[src/design/ray_triangle_closest_hit_unit_defines.svh]
// assertion macros shared by the ray/triangle hit unit
`ifndef RAY_TRIANGLE_CLOSEST_HIT_UNIT_DEFINES_SVH
`define RAY_TRIANGLE_CLOSEST_HIT_UNIT_DEFINES_SVH

`ifndef SYNTHESIS
// implication checked in the same cycle
`define RTCH_ASSERT_IMP(name, ante, cons, msg) \
    name: assert property (@(posedge aclk) disable iff (!aresetn) (ante) |-> (cons)) \
        else $error(msg);
// implication checked in the next cycle
`define RTCH_ASSERT_NEXT(name, ante, cons, msg) \
    name: assert property (@(posedge aclk) disable iff (!aresetn) (ante) |=> (cons)) \
        else $error(msg);
`else
`define RTCH_ASSERT_IMP(name, ante, cons, msg)
`define RTCH_ASSERT_NEXT(name, ante, cons, msg)
`endif

`endif

[src/design/rtch_pkg.sv]
`default_nettype none

package rtch_pkg;

    localparam int unsigned MAX_TRIANGLES_DEF = 65536;

    localparam int ACC_W   = 104;
    localparam int WIDE_W  = 67;
    localparam int EDGE_W  = 33;
    localparam int OPA_W   = 35;
    localparam int QUOT_W  = 31;
    localparam int BARY_W  = 17;
    localparam int IDX_W   = 16;
    localparam int CFG_W   = 32;
    localparam int STEP_W  = 6;
    localparam int MUL_STEPS = 48;

    // determinants below this magnitude count as degenerate
    localparam logic signed [ACC_W-1:0] DET_EPS_LSB = 104'sd282;

    typedef struct packed {
        logic signed [31:0] vertex_a_x;
        logic signed [31:0] vertex_a_y;
        logic signed [31:0] vertex_a_z;
        logic signed [31:0] vertex_b_x;
        logic signed [31:0] vertex_b_y;
        logic signed [31:0] vertex_b_z;
        logic signed [31:0] vertex_c_x;
        logic signed [31:0] vertex_c_y;
        logic signed [31:0] vertex_c_z;
        logic               last_triangle;
    } tri_in_t;

    typedef struct packed {
        logic              any_hit;
        logic [QUOT_W-1:0] hit_distance;
        logic [BARY_W-1:0] hit_u;
        logic [BARY_W-1:0] hit_v;
        logic [IDX_W-1:0]  hit_index;
    } hit_out_t;

    typedef enum logic [2:0] {
        CFG_ORIGIN_X = 3'd0,
        CFG_ORIGIN_Y = 3'd1,
        CFG_ORIGIN_Z = 3'd2,
        CFG_DIR_X    = 3'd3,
        CFG_DIR_Y    = 3'd4,
        CFG_DIR_Z    = 3'd5
    } cfg_index_t;

    // operand codes of the multiply-accumulate sequence
    typedef enum logic [4:0] {
        OP_DIR0, OP_DIR1, OP_DIR2,
        OP_AB0,  OP_AB1,  OP_AB2,
        OP_AC0,  OP_AC1,  OP_AC2,
        OP_TV0,  OP_TV1,  OP_TV2,
        OP_DAC0, OP_DAC1, OP_DAC2,
        OP_TAB0, OP_TAB1, OP_TAB2
    } opnd_t;

    typedef enum logic [3:0] {
        DST_DAC0, DST_DAC1, DST_DAC2,
        DST_TAB0, DST_TAB1, DST_TAB2,
        DST_DET,  DST_NU,   DST_NV,   DST_NT
    } dest_t;

    typedef struct packed {
        opnd_t a_sel;
        opnd_t b_sel;
        logic  sub;
        logic  first;
        logic  last;
        dest_t dest;
    } mac_op_t;

    typedef struct packed {
        logic  valid;
        logic  hi;
        logic  sub;
        logic  clr;
        logic  wr;
        dest_t dest;
    } mac_ctl_t;

    function automatic mac_op_t mk_op(input opnd_t a, input opnd_t b, input logic sub,
                                      input logic first, input logic last, input dest_t dest);
        mac_op_t r;
        r.a_sel = a;
        r.b_sel = b;
        r.sub   = sub;
        r.first = first;
        r.last  = last;
        r.dest  = dest;
        return r;
    endfunction

    // product schedule: dir x ac, det, nu, tv x ab, nv, nt
    function automatic mac_op_t prod_op(input logic [4:0] p);
        mac_op_t r;
        case (p)
            5'd0:    r = mk_op(OP_DIR1, OP_AC2, 1'b0, 1'b1, 1'b0, DST_DAC0);
            5'd1:    r = mk_op(OP_DIR2, OP_AC1, 1'b1, 1'b0, 1'b1, DST_DAC0);
            5'd2:    r = mk_op(OP_DIR2, OP_AC0, 1'b0, 1'b1, 1'b0, DST_DAC1);
            5'd3:    r = mk_op(OP_DIR0, OP_AC2, 1'b1, 1'b0, 1'b1, DST_DAC1);
            5'd4:    r = mk_op(OP_DIR0, OP_AC1, 1'b0, 1'b1, 1'b0, DST_DAC2);
            5'd5:    r = mk_op(OP_DIR1, OP_AC0, 1'b1, 1'b0, 1'b1, DST_DAC2);
            5'd6:    r = mk_op(OP_DAC0, OP_AB0, 1'b0, 1'b1, 1'b0, DST_DET);
            5'd7:    r = mk_op(OP_DAC1, OP_AB1, 1'b0, 1'b0, 1'b0, DST_DET);
            5'd8:    r = mk_op(OP_DAC2, OP_AB2, 1'b0, 1'b0, 1'b1, DST_DET);
            5'd9:    r = mk_op(OP_DAC0, OP_TV0, 1'b0, 1'b1, 1'b0, DST_NU);
            5'd10:   r = mk_op(OP_DAC1, OP_TV1, 1'b0, 1'b0, 1'b0, DST_NU);
            5'd11:   r = mk_op(OP_DAC2, OP_TV2, 1'b0, 1'b0, 1'b1, DST_NU);
            5'd12:   r = mk_op(OP_TV1,  OP_AB2, 1'b0, 1'b1, 1'b0, DST_TAB0);
            5'd13:   r = mk_op(OP_TV2,  OP_AB1, 1'b1, 1'b0, 1'b1, DST_TAB0);
            5'd14:   r = mk_op(OP_TV2,  OP_AB0, 1'b0, 1'b1, 1'b0, DST_TAB1);
            5'd15:   r = mk_op(OP_TV0,  OP_AB2, 1'b1, 1'b0, 1'b1, DST_TAB1);
            5'd16:   r = mk_op(OP_TV0,  OP_AB1, 1'b0, 1'b1, 1'b0, DST_TAB2);
            5'd17:   r = mk_op(OP_TV1,  OP_AB0, 1'b1, 1'b0, 1'b1, DST_TAB2);
            5'd18:   r = mk_op(OP_TAB0, OP_DIR0, 1'b0, 1'b1, 1'b0, DST_NV);
            5'd19:   r = mk_op(OP_TAB1, OP_DIR1, 1'b0, 1'b0, 1'b0, DST_NV);
            5'd20:   r = mk_op(OP_TAB2, OP_DIR2, 1'b0, 1'b0, 1'b1, DST_NV);
            5'd21:   r = mk_op(OP_TAB0, OP_AC0, 1'b0, 1'b1, 1'b0, DST_NT);
            5'd22:   r = mk_op(OP_TAB1, OP_AC1, 1'b0, 1'b0, 1'b0, DST_NT);
            5'd23:   r = mk_op(OP_TAB2, OP_AC2, 1'b0, 1'b0, 1'b1, DST_NT);
            default: r = mk_op(OP_DIR0, OP_DIR0, 1'b0, 1'b0, 1'b0, DST_DAC0);
        endcase
        return r;
    endfunction

endpackage

`default_nettype wire

[src/design/rtch_mac.sv]
`default_nettype none

module rtch_mac
    import rtch_pkg::*;
(
    input  wire logic                     aclk,
    input  wire logic                     aresetn,
    input  wire mac_ctl_t                 ctl_in,
    input  wire logic signed [OPA_W-1:0]  opa,
    input  wire logic signed [EDGE_W-1:0] opb,
    output logic                          wr_valid,
    output dest_t                         wr_dest,
    output logic signed [ACC_W-1:0]       wr_value
);

    localparam int PROD_W = OPA_W + EDGE_W;
    localparam int HI_SHIFT = WIDE_W - EDGE_W;

    mac_ctl_t                  ctl_reg;
    logic signed [PROD_W-1:0]  prod_reg;
    logic signed [PROD_W-1:0]  prod_next;
    logic signed [ACC_W-1:0]   acc_reg;
    logic signed [ACC_W-1:0]   acc_next;
    logic signed [ACC_W-1:0]   term;
    logic signed [ACC_W-1:0]   base;

    // multiplier stage
    assign prod_next = opa * opb;

    always_ff @(posedge aclk) begin
        if (!aresetn) begin
            ctl_reg <= '0;
        end else begin
            ctl_reg <= ctl_in;
        end
        prod_reg <= prod_next;
    end

    // accumulate stage, high partial product weighted by the split point
    always_comb begin
        term = {{(ACC_W-PROD_W){prod_reg[PROD_W-1]}}, prod_reg};
        if (ctl_reg.hi) begin
            term = term <<< HI_SHIFT;
        end
        base = ctl_reg.clr ? '0 : acc_reg;
        acc_next = ctl_reg.sub ? (base - term) : (base + term);
    end

    always_ff @(posedge aclk) begin
        if (ctl_reg.valid) begin
            acc_reg <= acc_next;
        end
    end

    assign wr_valid = ctl_reg.valid && ctl_reg.wr;
    assign wr_dest  = ctl_reg.dest;
    assign wr_value = acc_next;

endmodule

`default_nettype wire

[config.mk]
export PLATFORM = sky130hd
export DESIGN_NAME = rtch_mac
export DESIGN_NICKNAME = d
export VERILOG_FILES = /design/src/design/ray_triangle_closest_hit_unit_defines.svh /design/src/design/rtch_pkg.sv /design/src/design/rtch_mac.sv
export SDC_FILE = /design/constraint.sdc
export NUM_CORES = 2
export LEC_CHECK = 0
export ABC_AREA = 0
export BUFFER_PORTS_ARGS = -buffer_cell sky130_fd_sc_hd__buf_2
export CAP_MARGIN = 20
export CORE_MARGIN = 2
export CORE_UTILIZATION = 55
export DETAILED_ROUTE_END_ITERATION = 8
export GPL_ROUTABILITY_DRIVEN = 1
export PLACE_DENSITY = 0.81
export SYNTH_ARGS = -nofsm -noshare
export SYNTH_HDL_FRONTEND = slang
export SYNTH_SLANG_ARGS = --single-unit
[constraint.sdc]
create_clock -name aclk -period 29.8 [get_ports aclk]
set_clock_uncertainty 0.05 [all_clocks]
set_input_delay 5.96 -clock aclk [delete_from_list [all_inputs] [get_ports aclk]]
set_output_delay 5.96 -clock aclk [all_outputs]
set_load 0.005 [all_outputs]
==> results.sh <==
export IMPL_ys_flop_type="edfxtp_1"
export IMPL_yosysUniqueCellTypes=82
export IMPL_cts_root_buffer_cell="clkbuf_16"
export IMPL_use_met3_pct=8.05
export IMPL_clk_path_buf_depth=2
export IMPL_synthCells=6294
export IMPL_port_buffers=187
export IMPL_setup_viol_count_final=0
export IMPL_synthTopCellsByCount="inv_1 (1,246), fa_1 (1,208), nand2_1 (700)"
export IMPL_initial_core_util_pct=55.3
export IMPL_antenna_found_initial=9
export IMPL_cp_slowest_cell="buf_2"
export IMPL_cts_buffers=17
export IMPL_yosys_warnings=0
export IMPL_met2_usage_pct=52.2
export IMPL_final_seq_area_sq_um=4680
export IMPL_firstDrtPassIters=6
export IMPL_die_x_microns=324
export IMPL_yosysMostFrequentCell="inv_1"
export IMPL_final_max_slew_viol_count=0
export IMPL_crit_family="adder cells"
export IMPL_yosysTopAreaCell="fa_1"
export IMPL_finalHoldViolations=0
export IMPL_grt_pass1_wl_mm=263
export IMPL_cp_arrival_ns=14.70
export IMPL_yosysSeqAreaShare_pct=8.30
export IMPL_place_area_sq_um=57800
export IMPL_finalCriticalPeriod_ns=14.36
export IMPL_grt_met1_usage_pct=41.4
export IMPL_fillers=8797
export IMPL_setup_tns_ns=0
export IMPL_insertion_delay_ns=0.49
export IMPL_clk_pin_slew_ns=0.09
export IMPL_dp_hpwl_mm=127
export IMPL_worstHoldPathCells=3
export IMPL_ant_nets=0
export IMPL_post_cts_setup_buffer_count=0
export IMPL_grt_busiest_layer="met2"
export IMPL_syn2layout_area_growth_pct=3.99
export IMPL_end_kind="register"
export IMPL_cts_tree="yes"
export IMPL_outcome="finished, final reports clean"
export IMPL_layout_drive_gt1_share_pct=4.84
export IMPL_grt_overflow=0
export IMPL_start_kind="input pin"
export IMPL_cts_hold_buf=0
export IMPL_period_share_pct=48.2
export IMPL_worst_pin_slew_ns=1.03
export IMPL_cp_required_ns=30.14
export IMPL_drtIter0Drc=4097
export IMPL_stdcell_area_sq_um=58400
export IMPL_timing_fmax_mhz=69.6
export IMPL_worst_path_most_repeated_cell="fa_1"
export IMPL_r2r_cells=22
export IMPL_finalWeightedCongestion=0.960
export IMPL_largest_register_ffs=104
export IMPL_hold_path_class="register to register"
export IMPL_groute_usage_overall_pct=32.5
export IMPL_core_area_sq_um=102000
export IMPL_path_class="input pin to register"
export IMPL_critPathBufInv=6
export IMPL_synth_top_area_share_pct=43.1
export IMPL_vias=44200
export IMPL_grt_max_degree=79
export IMPL_synth_avg_cell_area_sq_um=8.92
export IMPL_cp_slowest_stage_delay_ns=0.73
export IMPL_grt_pass1_vias=47700
export IMPL_route_detailed_drc=0
export IMPL_ys_ff_latch=181
export IMPL_fp_dieH_microns=324
export IMPL_rsz0062_at_grt="false"
export IMPL_drt_total_wl_mm=165
export IMPL_synth_area_leaders="fa_1 (43%), inv_1 (8.3%), ha_1 (7.2%)"
export IMPL_crit_cells=27
export IMPL_synth_edff_count=104
export IMPL_multi_input_area_sq_um=45500
export IMPL_die_area_sq_um=105000
export IMPL_cap_violations=0
export IMPL_row_count=117
export IMPL_synth_cell_area_sq_um=56200
export IMPL_wl_per_cell_microns=21.8
export IMPL_critical_path_max_fanout=35
export IMPL_ios=188
export IMPL_syn_num_nets=7906
export IMPL_slew_headroom_pct=31.4
export IMPL_fin_nets=7812
export IMPL_via_per_inst=5.83
export IMPL_clkSinkCount=181
export IMPL_post_cts_resized=0
export IMPL_async_reset_ff_share_pct=0
export IMPL_h_tree_depth=4
==> layer usage <==
layer,vias to the layer above,part of all wire (%)
met2,2495,46
met1,22100,38
met4,2,5.7
met5,-,0.0042
met3,563,11
li1,19100,-
==> layout make-up <==
class / count / share of cell area (%)
Antenna cell: 6 / 0.0257
Multi-Input combinational cell: 4530 / 77.9
Clock inverter: 14 / 0.270
Inverter: 1247 / 8.01
Tap cell: 1368 / 2.93
Clock buffer: 18 / 0.735
Sequential cell: 181 / 8.01
Timing Repair Buffer: 223 / 2.08
==> per-stage QoR <==
stage / cells / util (%) / hold slack (ns) / setup WS (ns)
floorplan: 6294 / - / 0.700 / 16.29
global placement: 7548 / 56.9 / 0.715 / 15.09
detailed placement: 7548 / 56.9 / 0.724 / 14.98
CTS: 7580 / 57.5 / 0.742 / 15.49
global route: 7582 / 57.5 / 0.783 / 15.03
finish: 7587 / 57.5 / 0.744 / 15.44
==> tightest hold or removal path: stages, from the launching register on <==
cell	delay, ns
edfxtp_1	0.37
nand2b_1	0.08
ha_1	0.13
inv_1	0.04
==> logic make-up (layout without fill, tap and decap cells) <==
kind of cell,after synthesis,count (layout),share of synthesized area [%]
flops,181,181,8.30
compound gates,772,772,8.62
simple gates,1935,1935,17.5
other cells,0,6,0
mux,30,30,0.550
xor+xnor,260,260,4.05
fa+ha+maj,1533,1533,50.3
buf+inv,1583,1502,10.6
==> final timing paths <==
| kind | startpoint | to | slack (ns) |
|---|---|---|---|
| setup / recovery | opb[9] | prod_reg[67]$_DFF_P_ | 15.44 |
| hold / removal | acc_reg[0]$_DFFE_PP_ | acc_reg[0]$_DFFE_PP_ | 0.74 |
| setup reg to reg | ctl_reg[7]$_SDFF_PN0_ | acc_reg[97]$_DFFE_PP_ | 22.10 |
| hold reg to reg | acc_reg[0]$_DFFE_PP_ | acc_reg[0]$_DFFE_PP_ | 0.74 |
==> layout by cell type, fill, tap and decap left out, types with 8 or more instances in the layout <==
cell	n
dfxtp_1	73
mux2i_1	23
nand2_1	700
buf_4	35
a21boi_0	9
a21oi_1	284
nor3_1	58
nor3b_1	14
nand2b_1	29
a211oi_1	23
edfxtp_1	104
a41oi_1	11
or3_1	14
a31oi_1	33
and3_1	22
nor2b_1	140
and2_1	613
o21a_1	28
ha_1	325
nand3_1	35
xor2_1	113
o21bai_1	34
xnor2_1	147
o41ai_1	8
a21o_1	85
inv_1	1246
nor2_1	203
or2_2	12
nor4_1	17
fa_1	1208
o21ai_0	137
buf_2	187
nand4_1	46
clkbuf_16	17
o211ai_1	17
o31ai_1	19
Power is left out: the tool's default activity adds up to more than one toggle a clock period on the data nets, which glitch-free logic cannot reach.
