===== src/design/ray_triangle_closest_hit_unit_defines.svh =====
// assertion macros shared by the ray/triangle hit unit
`ifndef RAY_TRIANGLE_CLOSEST_HIT_UNIT_DEFINES_SVH
`define RAY_TRIANGLE_CLOSEST_HIT_UNIT_DEFINES_SVH

`ifndef SYNTHESIS
// implication checked in the same cycle
`define RTCH_ASSERT_IMP(name, ante, cons, msg) \
    name: assert property (@(posedge aclk) disable iff (!aresetn) (ante) |-> (cons)) \
        else $error(msg);
// implication checked in the next cycle
`define RTCH_ASSERT_NEXT(name, ante, cons, msg) \
    name: assert property (@(posedge aclk) disable iff (!aresetn) (ante) |=> (cons)) \
        else $error(msg);
`else
`define RTCH_ASSERT_IMP(name, ante, cons, msg)
`define RTCH_ASSERT_NEXT(name, ante, cons, msg)
`endif

`endif


===== src/design/rtch_pkg.sv =====
`default_nettype none

package rtch_pkg;

    localparam int unsigned MAX_TRIANGLES_DEF = 65536;

    localparam int ACC_W   = 104;
    localparam int WIDE_W  = 67;
    localparam int EDGE_W  = 33;
    localparam int OPA_W   = 35;
    localparam int QUOT_W  = 31;
    localparam int BARY_W  = 17;
    localparam int IDX_W   = 16;
    localparam int CFG_W   = 32;
    localparam int STEP_W  = 6;
    localparam int MUL_STEPS = 48;

    // determinants below this magnitude count as degenerate
    localparam logic signed [ACC_W-1:0] DET_EPS_LSB = 104'sd282;

    typedef struct packed {
        logic signed [31:0] vertex_a_x;
        logic signed [31:0] vertex_a_y;
        logic signed [31:0] vertex_a_z;
        logic signed [31:0] vertex_b_x;
        logic signed [31:0] vertex_b_y;
        logic signed [31:0] vertex_b_z;
        logic signed [31:0] vertex_c_x;
        logic signed [31:0] vertex_c_y;
        logic signed [31:0] vertex_c_z;
        logic               last_triangle;
    } tri_in_t;

    typedef struct packed {
        logic              any_hit;
        logic [QUOT_W-1:0] hit_distance;
        logic [BARY_W-1:0] hit_u;
        logic [BARY_W-1:0] hit_v;
        logic [IDX_W-1:0]  hit_index;
    } hit_out_t;

    typedef enum logic [2:0] {
        CFG_ORIGIN_X = 3'd0,
        CFG_ORIGIN_Y = 3'd1,
        CFG_ORIGIN_Z = 3'd2,
        CFG_DIR_X    = 3'd3,
        CFG_DIR_Y    = 3'd4,
        CFG_DIR_Z    = 3'd5
    } cfg_index_t;

    // operand codes of the multiply-accumulate sequence
    typedef enum logic [4:0] {
        OP_DIR0, OP_DIR1, OP_DIR2,
        OP_AB0,  OP_AB1,  OP_AB2,
        OP_AC0,  OP_AC1,  OP_AC2,
        OP_TV0,  OP_TV1,  OP_TV2,
        OP_DAC0, OP_DAC1, OP_DAC2,
        OP_TAB0, OP_TAB1, OP_TAB2
    } opnd_t;

    typedef enum logic [3:0] {
        DST_DAC0, DST_DAC1, DST_DAC2,
        DST_TAB0, DST_TAB1, DST_TAB2,
        DST_DET,  DST_NU,   DST_NV,   DST_NT
    } dest_t;

    typedef struct packed {
        opnd_t a_sel;
        opnd_t b_sel;
        logic  sub;
        logic  first;
        logic  last;
        dest_t dest;
    } mac_op_t;

    typedef struct packed {
        logic  valid;
        logic  hi;
        logic  sub;
        logic  clr;
        logic  wr;
        dest_t dest;
    } mac_ctl_t;

    function automatic mac_op_t mk_op(input opnd_t a, input opnd_t b, input logic sub,
                                      input logic first, input logic last, input dest_t dest);
        mac_op_t r;
        r.a_sel = a;
        r.b_sel = b;
        r.sub   = sub;
        r.first = first;
        r.last  = last;
        r.dest  = dest;
        return r;
    endfunction

    // product schedule: dir x ac, det, nu, tv x ab, nv, nt
    function automatic mac_op_t prod_op(input logic [4:0] p);
        mac_op_t r;
        case (p)
            5'd0:    r = mk_op(OP_DIR1, OP_AC2, 1'b0, 1'b1, 1'b0, DST_DAC0);
            5'd1:    r = mk_op(OP_DIR2, OP_AC1, 1'b1, 1'b0, 1'b1, DST_DAC0);
            5'd2:    r = mk_op(OP_DIR2, OP_AC0, 1'b0, 1'b1, 1'b0, DST_DAC1);
            5'd3:    r = mk_op(OP_DIR0, OP_AC2, 1'b1, 1'b0, 1'b1, DST_DAC1);
            5'd4:    r = mk_op(OP_DIR0, OP_AC1, 1'b0, 1'b1, 1'b0, DST_DAC2);
            5'd5:    r = mk_op(OP_DIR1, OP_AC0, 1'b1, 1'b0, 1'b1, DST_DAC2);
            5'd6:    r = mk_op(OP_DAC0, OP_AB0, 1'b0, 1'b1, 1'b0, DST_DET);
            5'd7:    r = mk_op(OP_DAC1, OP_AB1, 1'b0, 1'b0, 1'b0, DST_DET);
            5'd8:    r = mk_op(OP_DAC2, OP_AB2, 1'b0, 1'b0, 1'b1, DST_DET);
            5'd9:    r = mk_op(OP_DAC0, OP_TV0, 1'b0, 1'b1, 1'b0, DST_NU);
            5'd10:   r = mk_op(OP_DAC1, OP_TV1, 1'b0, 1'b0, 1'b0, DST_NU);
            5'd11:   r = mk_op(OP_DAC2, OP_TV2, 1'b0, 1'b0, 1'b1, DST_NU);
            5'd12:   r = mk_op(OP_TV1,  OP_AB2, 1'b0, 1'b1, 1'b0, DST_TAB0);
            5'd13:   r = mk_op(OP_TV2,  OP_AB1, 1'b1, 1'b0, 1'b1, DST_TAB0);
            5'd14:   r = mk_op(OP_TV2,  OP_AB0, 1'b0, 1'b1, 1'b0, DST_TAB1);
            5'd15:   r = mk_op(OP_TV0,  OP_AB2, 1'b1, 1'b0, 1'b1, DST_TAB1);
            5'd16:   r = mk_op(OP_TV0,  OP_AB1, 1'b0, 1'b1, 1'b0, DST_TAB2);
            5'd17:   r = mk_op(OP_TV1,  OP_AB0, 1'b1, 1'b0, 1'b1, DST_TAB2);
            5'd18:   r = mk_op(OP_TAB0, OP_DIR0, 1'b0, 1'b1, 1'b0, DST_NV);
            5'd19:   r = mk_op(OP_TAB1, OP_DIR1, 1'b0, 1'b0, 1'b0, DST_NV);
            5'd20:   r = mk_op(OP_TAB2, OP_DIR2, 1'b0, 1'b0, 1'b1, DST_NV);
            5'd21:   r = mk_op(OP_TAB0, OP_AC0, 1'b0, 1'b1, 1'b0, DST_NT);
            5'd22:   r = mk_op(OP_TAB1, OP_AC1, 1'b0, 1'b0, 1'b0, DST_NT);
            5'd23:   r = mk_op(OP_TAB2, OP_AC2, 1'b0, 1'b0, 1'b1, DST_NT);
            default: r = mk_op(OP_DIR0, OP_DIR0, 1'b0, 1'b0, 1'b0, DST_DAC0);
        endcase
        return r;
    endfunction

endpackage

`default_nettype wire


===== src/design/rtch_div.sv =====
`default_nettype none

`include "ray_triangle_closest_hit_unit_defines.svh"

module rtch_div
    import rtch_pkg::*;
(
    input  wire logic              aclk,
    input  wire logic              aresetn,
    input  wire logic              start,
    input  wire logic              wide_mode,
    input  wire logic [ACC_W-1:0]  num,
    input  wire logic [ACC_W-1:0]  den,
    output logic                   done,
    output logic [QUOT_W-1:0]      quot
);

    localparam int FRAC = 16;
    localparam int CNT_W = 5;

    logic                busy_reg;
    logic                done_reg;
    logic                sat_reg;
    logic                wide_reg;
    logic [ACC_W-1:0]    rem_reg;
    logic [QUOT_W-1:0]   sh_reg;
    logic [QUOT_W-1:0]   q_reg;
    logic [CNT_W-1:0]    cnt_reg;
    logic [ACC_W:0]      trial;
    logic                ge;
    logic [ACC_W-1:0]    rem_wide_init;
    logic                sat_hit;

    // leading part of num * 2^16 that is above the quotient bits
    assign rem_wide_init = num >> (QUOT_W - FRAC);
    assign sat_hit = rem_wide_init >= den;

    // one restoring step per cycle
    assign trial = {rem_reg, sh_reg[QUOT_W-1]} - {1'b0, den};
    assign ge = !trial[ACC_W];

    always_ff @(posedge aclk) begin
        if (!aresetn) begin
            busy_reg <= 1'b0;
            done_reg <= 1'b0;
            sat_reg  <= 1'b0;
        end else begin
            done_reg <= 1'b0;
            if (start) begin
                wide_reg <= wide_mode;
                q_reg    <= '0;
                if (wide_mode) begin
                    rem_reg <= rem_wide_init;
                    sh_reg  <= {num[QUOT_W-FRAC-1:0], {FRAC{1'b0}}};
                    cnt_reg <= CNT_W'(QUOT_W);
                    sat_reg <= sat_hit;
                    busy_reg <= !sat_hit;
                    done_reg <= sat_hit;
                end else begin
                    rem_reg <= num >> 1;
                    sh_reg  <= {num[0], {(QUOT_W-1){1'b0}}};
                    cnt_reg <= CNT_W'(BARY_W);
                    sat_reg <= 1'b0;
                    busy_reg <= 1'b1;
                end
            end else if (busy_reg) begin
                rem_reg <= ge ? trial[ACC_W-1:0] : {rem_reg[ACC_W-2:0], sh_reg[QUOT_W-1]};
                sh_reg  <= {sh_reg[QUOT_W-2:0], 1'b0};
                q_reg   <= {q_reg[QUOT_W-2:0], ge};
                cnt_reg <= cnt_reg - 1'b1;
                if (cnt_reg == CNT_W'(1)) begin
                    busy_reg <= 1'b0;
                    done_reg <= 1'b1;
                end
            end
        end
    end

    assign done = done_reg;
    assign quot = sat_reg ? {QUOT_W{1'b1}} : q_reg;

    `RTCH_ASSERT_IMP(a_no_restart, start, !busy_reg, "divider restarted while busy")
    `RTCH_ASSERT_NEXT(a_done_pulse, done_reg, !done_reg, "divider done held two cycles")
    `RTCH_ASSERT_IMP(a_sat_wide, done_reg && sat_reg, wide_reg, "saturation outside distance")

endmodule

`default_nettype wire


===== config.mk =====
export PLATFORM = sky130hd
export DESIGN_NAME = rtch_div
export DESIGN_NICKNAME = d
export VERILOG_FILES = /design/src/design/rtch_pkg.sv /design/src/design/rtch_div.sv
export VERILOG_INCLUDE_DIRS = /design/src /design/src/design
export SDC_FILE = /design/constraint.sdc
export NUM_CORES = 1
export LEC_CHECK = 0
export BUFFER_PORTS_ARGS = -buffer_cell sky130_fd_sc_hd__buf_4
export CAP_MARGIN = 20
export CORE_UTILIZATION = 25
export CTS_CLUSTER_SIZE = 30
export DETAILED_ROUTE_END_ITERATION = 16
export SLEW_MARGIN = 20
export SYNTH_ARGS = -nofsm -noshare
export SYNTH_HDL_FRONTEND = slang
export SYNTH_SLANG_ARGS = --single-unit

===== constraint.sdc =====
create_clock -name aclk -period 13.5 [get_ports aclk]
set_clock_uncertainty 0.2 [all_clocks]
set_input_delay 2.025 -clock aclk [delete_from_list [all_inputs] [get_ports aclk]]
set_output_delay 2.025 -clock aclk [all_outputs]
set_load 0.02 [all_outputs]

==> results.md <==
* CTS sink cnt at 158
* Post-DP HPWL at 56.78 mm
* R2r worst-path depth at 14
* Crit path top cell by count: buf_4
* Synth-to-Final Area Change at 17.84%
* RSZ-0062 raised after global routing: no
* Die ar. at 72,380 um^2
* Via count at 17,262
* Vias per cell at 5.308
* Clock power share at 26.2%
* Yosys top cell by area: edfxtp_1
* EDFF count, synth at 155
* Die Span Y at 269.0 um
* GP Congestion at 0.9852
* Hold_ws at 0.3490 ns
* H-tree depth at 4
* CP cell instances: buf_4 > inv_1 > ha_1 > nand2_1 > nor2_1 > nand3_1 > nor3_1 > o21ai_0 > a31oi_1 > o21ai_1 > nand4_1 > buf_4 > buf_4 > nor2_1 > a211oi_1 > a21oi_1
* HP Start: sh_reg[18]
* Post-DRT Antenna Nets at 0
* Max Cap Viol at 0
* Max Clk Rate at 163.6 MHz
* Final Max Tran Viols at 0
* Clock buffer depth at 2
* FP Rows at 97
* Clock latency on the worst-skew pair at 0.50 ns
* First-pass detailed-route iteration total at 6
* Total Routing Usage GR at 19.35%
* DRC at 0
* Port buffer count at 243
* Synth top area cells: edfxtp_1 (26%), ha_1 (14%), a21oi_1 (7.4%)
* Lkg Pwr at 8.915 nW
* First DRT Iteration DRCs at 1,411
* Hold Crit Class: register to register
* Relative slew slack at 36.10%
* Reg-to-reg endpoint: rem_reg[32]
* Crit end category: register
* YS warnings at 0
* Routed WL at 71.15 mm
* Period Utilization, post-route at 45.26%
* Initial antenna violation count at 2
* FF-to-FF setup slack at 8.64 ns
* First-pass GRT wire length at 102.9 mm
* Final Net Count at 2,707
* Gate power share at 43.1%
* Worst Tran Pin Value at 0.9549 ns
* Share of layout cells above drive strength 1 at 16.31%
* Slowest cell on crit path: buf_4
* Pin count of the biggest net entering global routing at 105
* Ys async rst share at 0%
* Seq pwr share at 30.7%
* Cell Int Power at 0.001181 W
* Starting Density at 25.37%
* CTS tree: built
* Mean Syn Cell Area at 8.319 um^2
* Sw Share at 41.39%
* Max FFs per register at 104
* Max stage delay on crit path at 0.69 ns
* Synth Flop Type: edfxtp_1
* Post-cts sizing count at 0
* Synth Net Count at 2,551
* Crit path launch type: input pin
* Register area share after synthesis at 26.45%
* Number of fill cells in the layout at 7,590
* Grt total ovfl at 0
* Core Region at 70,270 um^2
* Die X at 269.0 um
* Placed cell areas at 20,400 um^2
* Worst EP arrival at 6.13 ns
* Final TNS setup at 0 ns
* Synth Register Bits at 158
* Hold endpoint: sh_reg[19]
* Minimum clock period at 6.111 ns
* Final setup fails at 0
* Syn Inst Count at 2,143
* Clock transition at the registers of the reported paths at 0.08 ns
* Layout Utilization at 29.90%
* Setup Buffers After CTS at 0
* Antenna Cells at 0
* Num ports at 244
* Final Cell Area at 21,010 um^2
* CTS Hold Bufs at 0
* Wire length per cell at 21.88 um
* PwrDens at 95.91 nW/um^2
* VDD IR max at 0.09558 mV
* Outcome: complete, no violations
* Vias in the first global route at 16,214
* CP Class: input pin to register
* Hold path depth at 1
* CTS root buf: clkbuf_16
* Switching power at 0.0008339 W
* Crit-path max FO at 75
* Worst r2r src: rem_reg[58]
* Yosys cell types at 96
* Cts bufs inserted at 17
* Cell Area, Synth at 17,830 um^2
* Hold Fails Final Rpt at 0
* Critical path required time at 13.52 ns
* Area share of the largest cell type after synthesis at 26.11%
[cells in the final DEF (no fill, tap or decap), types with 13 or more instances in the layout]
| cell type | n |
|---|---|
| o21ai_0 | 91 |
| a31oi_1 | 14 |
| inv_1 | 134 |
| nand2_1 | 166 |
| and2_1 | 28 |
| nor2b_1 | 43 |
| and3_1 | 15 |
| a22oi_1 | 22 |
| xor2_1 | 38 |
| or2_2 | 35 |
| xnor2_1 | 53 |
| nor2_1 | 141 |
| mux2i_1 | 81 |
| a211oi_1 | 69 |
| a21oi_1 | 264 |
| o21ai_1 | 19 |
| nor3_1 | 32 |
| a22o_1 | 13 |
| a21o_1 | 83 |
| buf_4 | 253 |
| nor4_1 | 16 |
| edfxtp_1 | 155 |
| clkbuf_16 | 17 |
| nand4_1 | 69 |
| ha_1 | 195 |
| o21bai_1 | 39 |
| nand3_1 | 35 |
[routing by layer]
metal	wire, um	GRT usage [%]	vias to the layer above	share of wire, %
li1	-	-	8280	-
met2	32170	30.45	679	45
met1	32110	26.86	8212	45
met3	5167	3.187	87	7.3
met5	22	0	-	0.031
met4	1676	5.928	4	2.4
[logic make-up (layout without fill, tap and decap cells)]
| logic type | after synthesis | after routing | synth area share, % |
|---|---|---|---|
| buf+inv | 255 | 424 | 5.839 |
| compound gates | 732 | 732 | 26.92 |
| fa+ha+maj | 196 | 196 | 13.80 |
| xor+xnor | 91 | 91 | 4.471 |
| flops | 158 | 158 | 26.45 |
| mux | 87 | 87 | 4.927 |
| simple gates | 624 | 624 | 17.60 |
[layout make-up]
cell class	count	area, um^2	share of cell area (%)
clock buffer	17	425.4	2.025
clock inverter	15	183.9	0.8755
inverter	138	518.0	2.466
multi-input combinational	1730	12080	57.50
sequential	158	4715	22.44
tap	940	1176	5.599
timing repair buffer	254	1911	9.095
[stage by stage]
stage,cells,setup slack [ns],total power (W)
after CTS,3252,7.512,0.002020
after global routing,3252,7.027,0.002126
after floorplan,2143,6.748,0.001222
after global placement,3220,7.039,0.001485
after detailed placement,3220,6.975,0.001486
final,3252,7.389,0.002015
[worst max-delay path, delay by kind of cell]
family / cells / cell delay [ns]
fa+ha+maj: 1 / 0.42
simple gates: 6 / 1.25
buf+inv: 4 / 1.19
compound gates: 5 / 1.15
[cells in the mapped netlist, types with 6 or more instances]
cell / instances
nand2_1: 166
nor4_1: 16
xor2_1: 38
a21oi_2: 6
xnor2_1: 53
inv_1: 135
o21ai_0: 91
and3_1: 15
or3_1: 10
nor2_1: 141
nand3_1: 35
mux2i_1: 81
o31ai_1: 9
o21a_1: 13
clkbuf_1: 68
a22o_1: 13
mux2_2: 6
nand2b_1: 10
o211ai_1: 9
o221ai_1: 6
nor3_1: 32
o21ai_1: 19
a22oi_1: 22
a21o_1: 83
a21oi_1: 264
and2_1: 28
edfxtp_1: 155
buf_2: 38
nor2b_1: 43
o21bai_1: 39
or2_2: 35
nand4_1: 69
a221oi_1: 6
a211oi_1: 69
ha_1: 195
a31oi_1: 14
[how the worst max path moves through the flow]
stage | startpoint | depth (start not counted) | end | slack [ns]
after floorplan | start | 3 | cnt_reg[0] | 6.75
after global placement | den[59] | 16 | rem_reg[32] | 7.04
after detailed placement | den[43] | 14 | rem_reg[94] | 6.98
after CTS | den[43] | 14 | rem_reg[94] | 7.51
after global routing | den[59] | 16 | rem_reg[32] | 7.03
final | den[59] | 16 | rem_reg[32] | 7.39
[power groups by stage]
stage / combinational [W] / clock, W / sequential (W)
detailed placement: 0.000856 / 0 / 0.000630
floorplan: 0.000597 / 0 / 0.000624
global route: 0.000948 / 0.000555 / 0.000624
global placement: 0.000856 / 0 / 0.000630
finish: 0.000868 / 0.000527 / 0.000619
CTS: 0.000860 / 0.000540 / 0.000619
No activity file was read; power rests on OpenSTA's default activity.
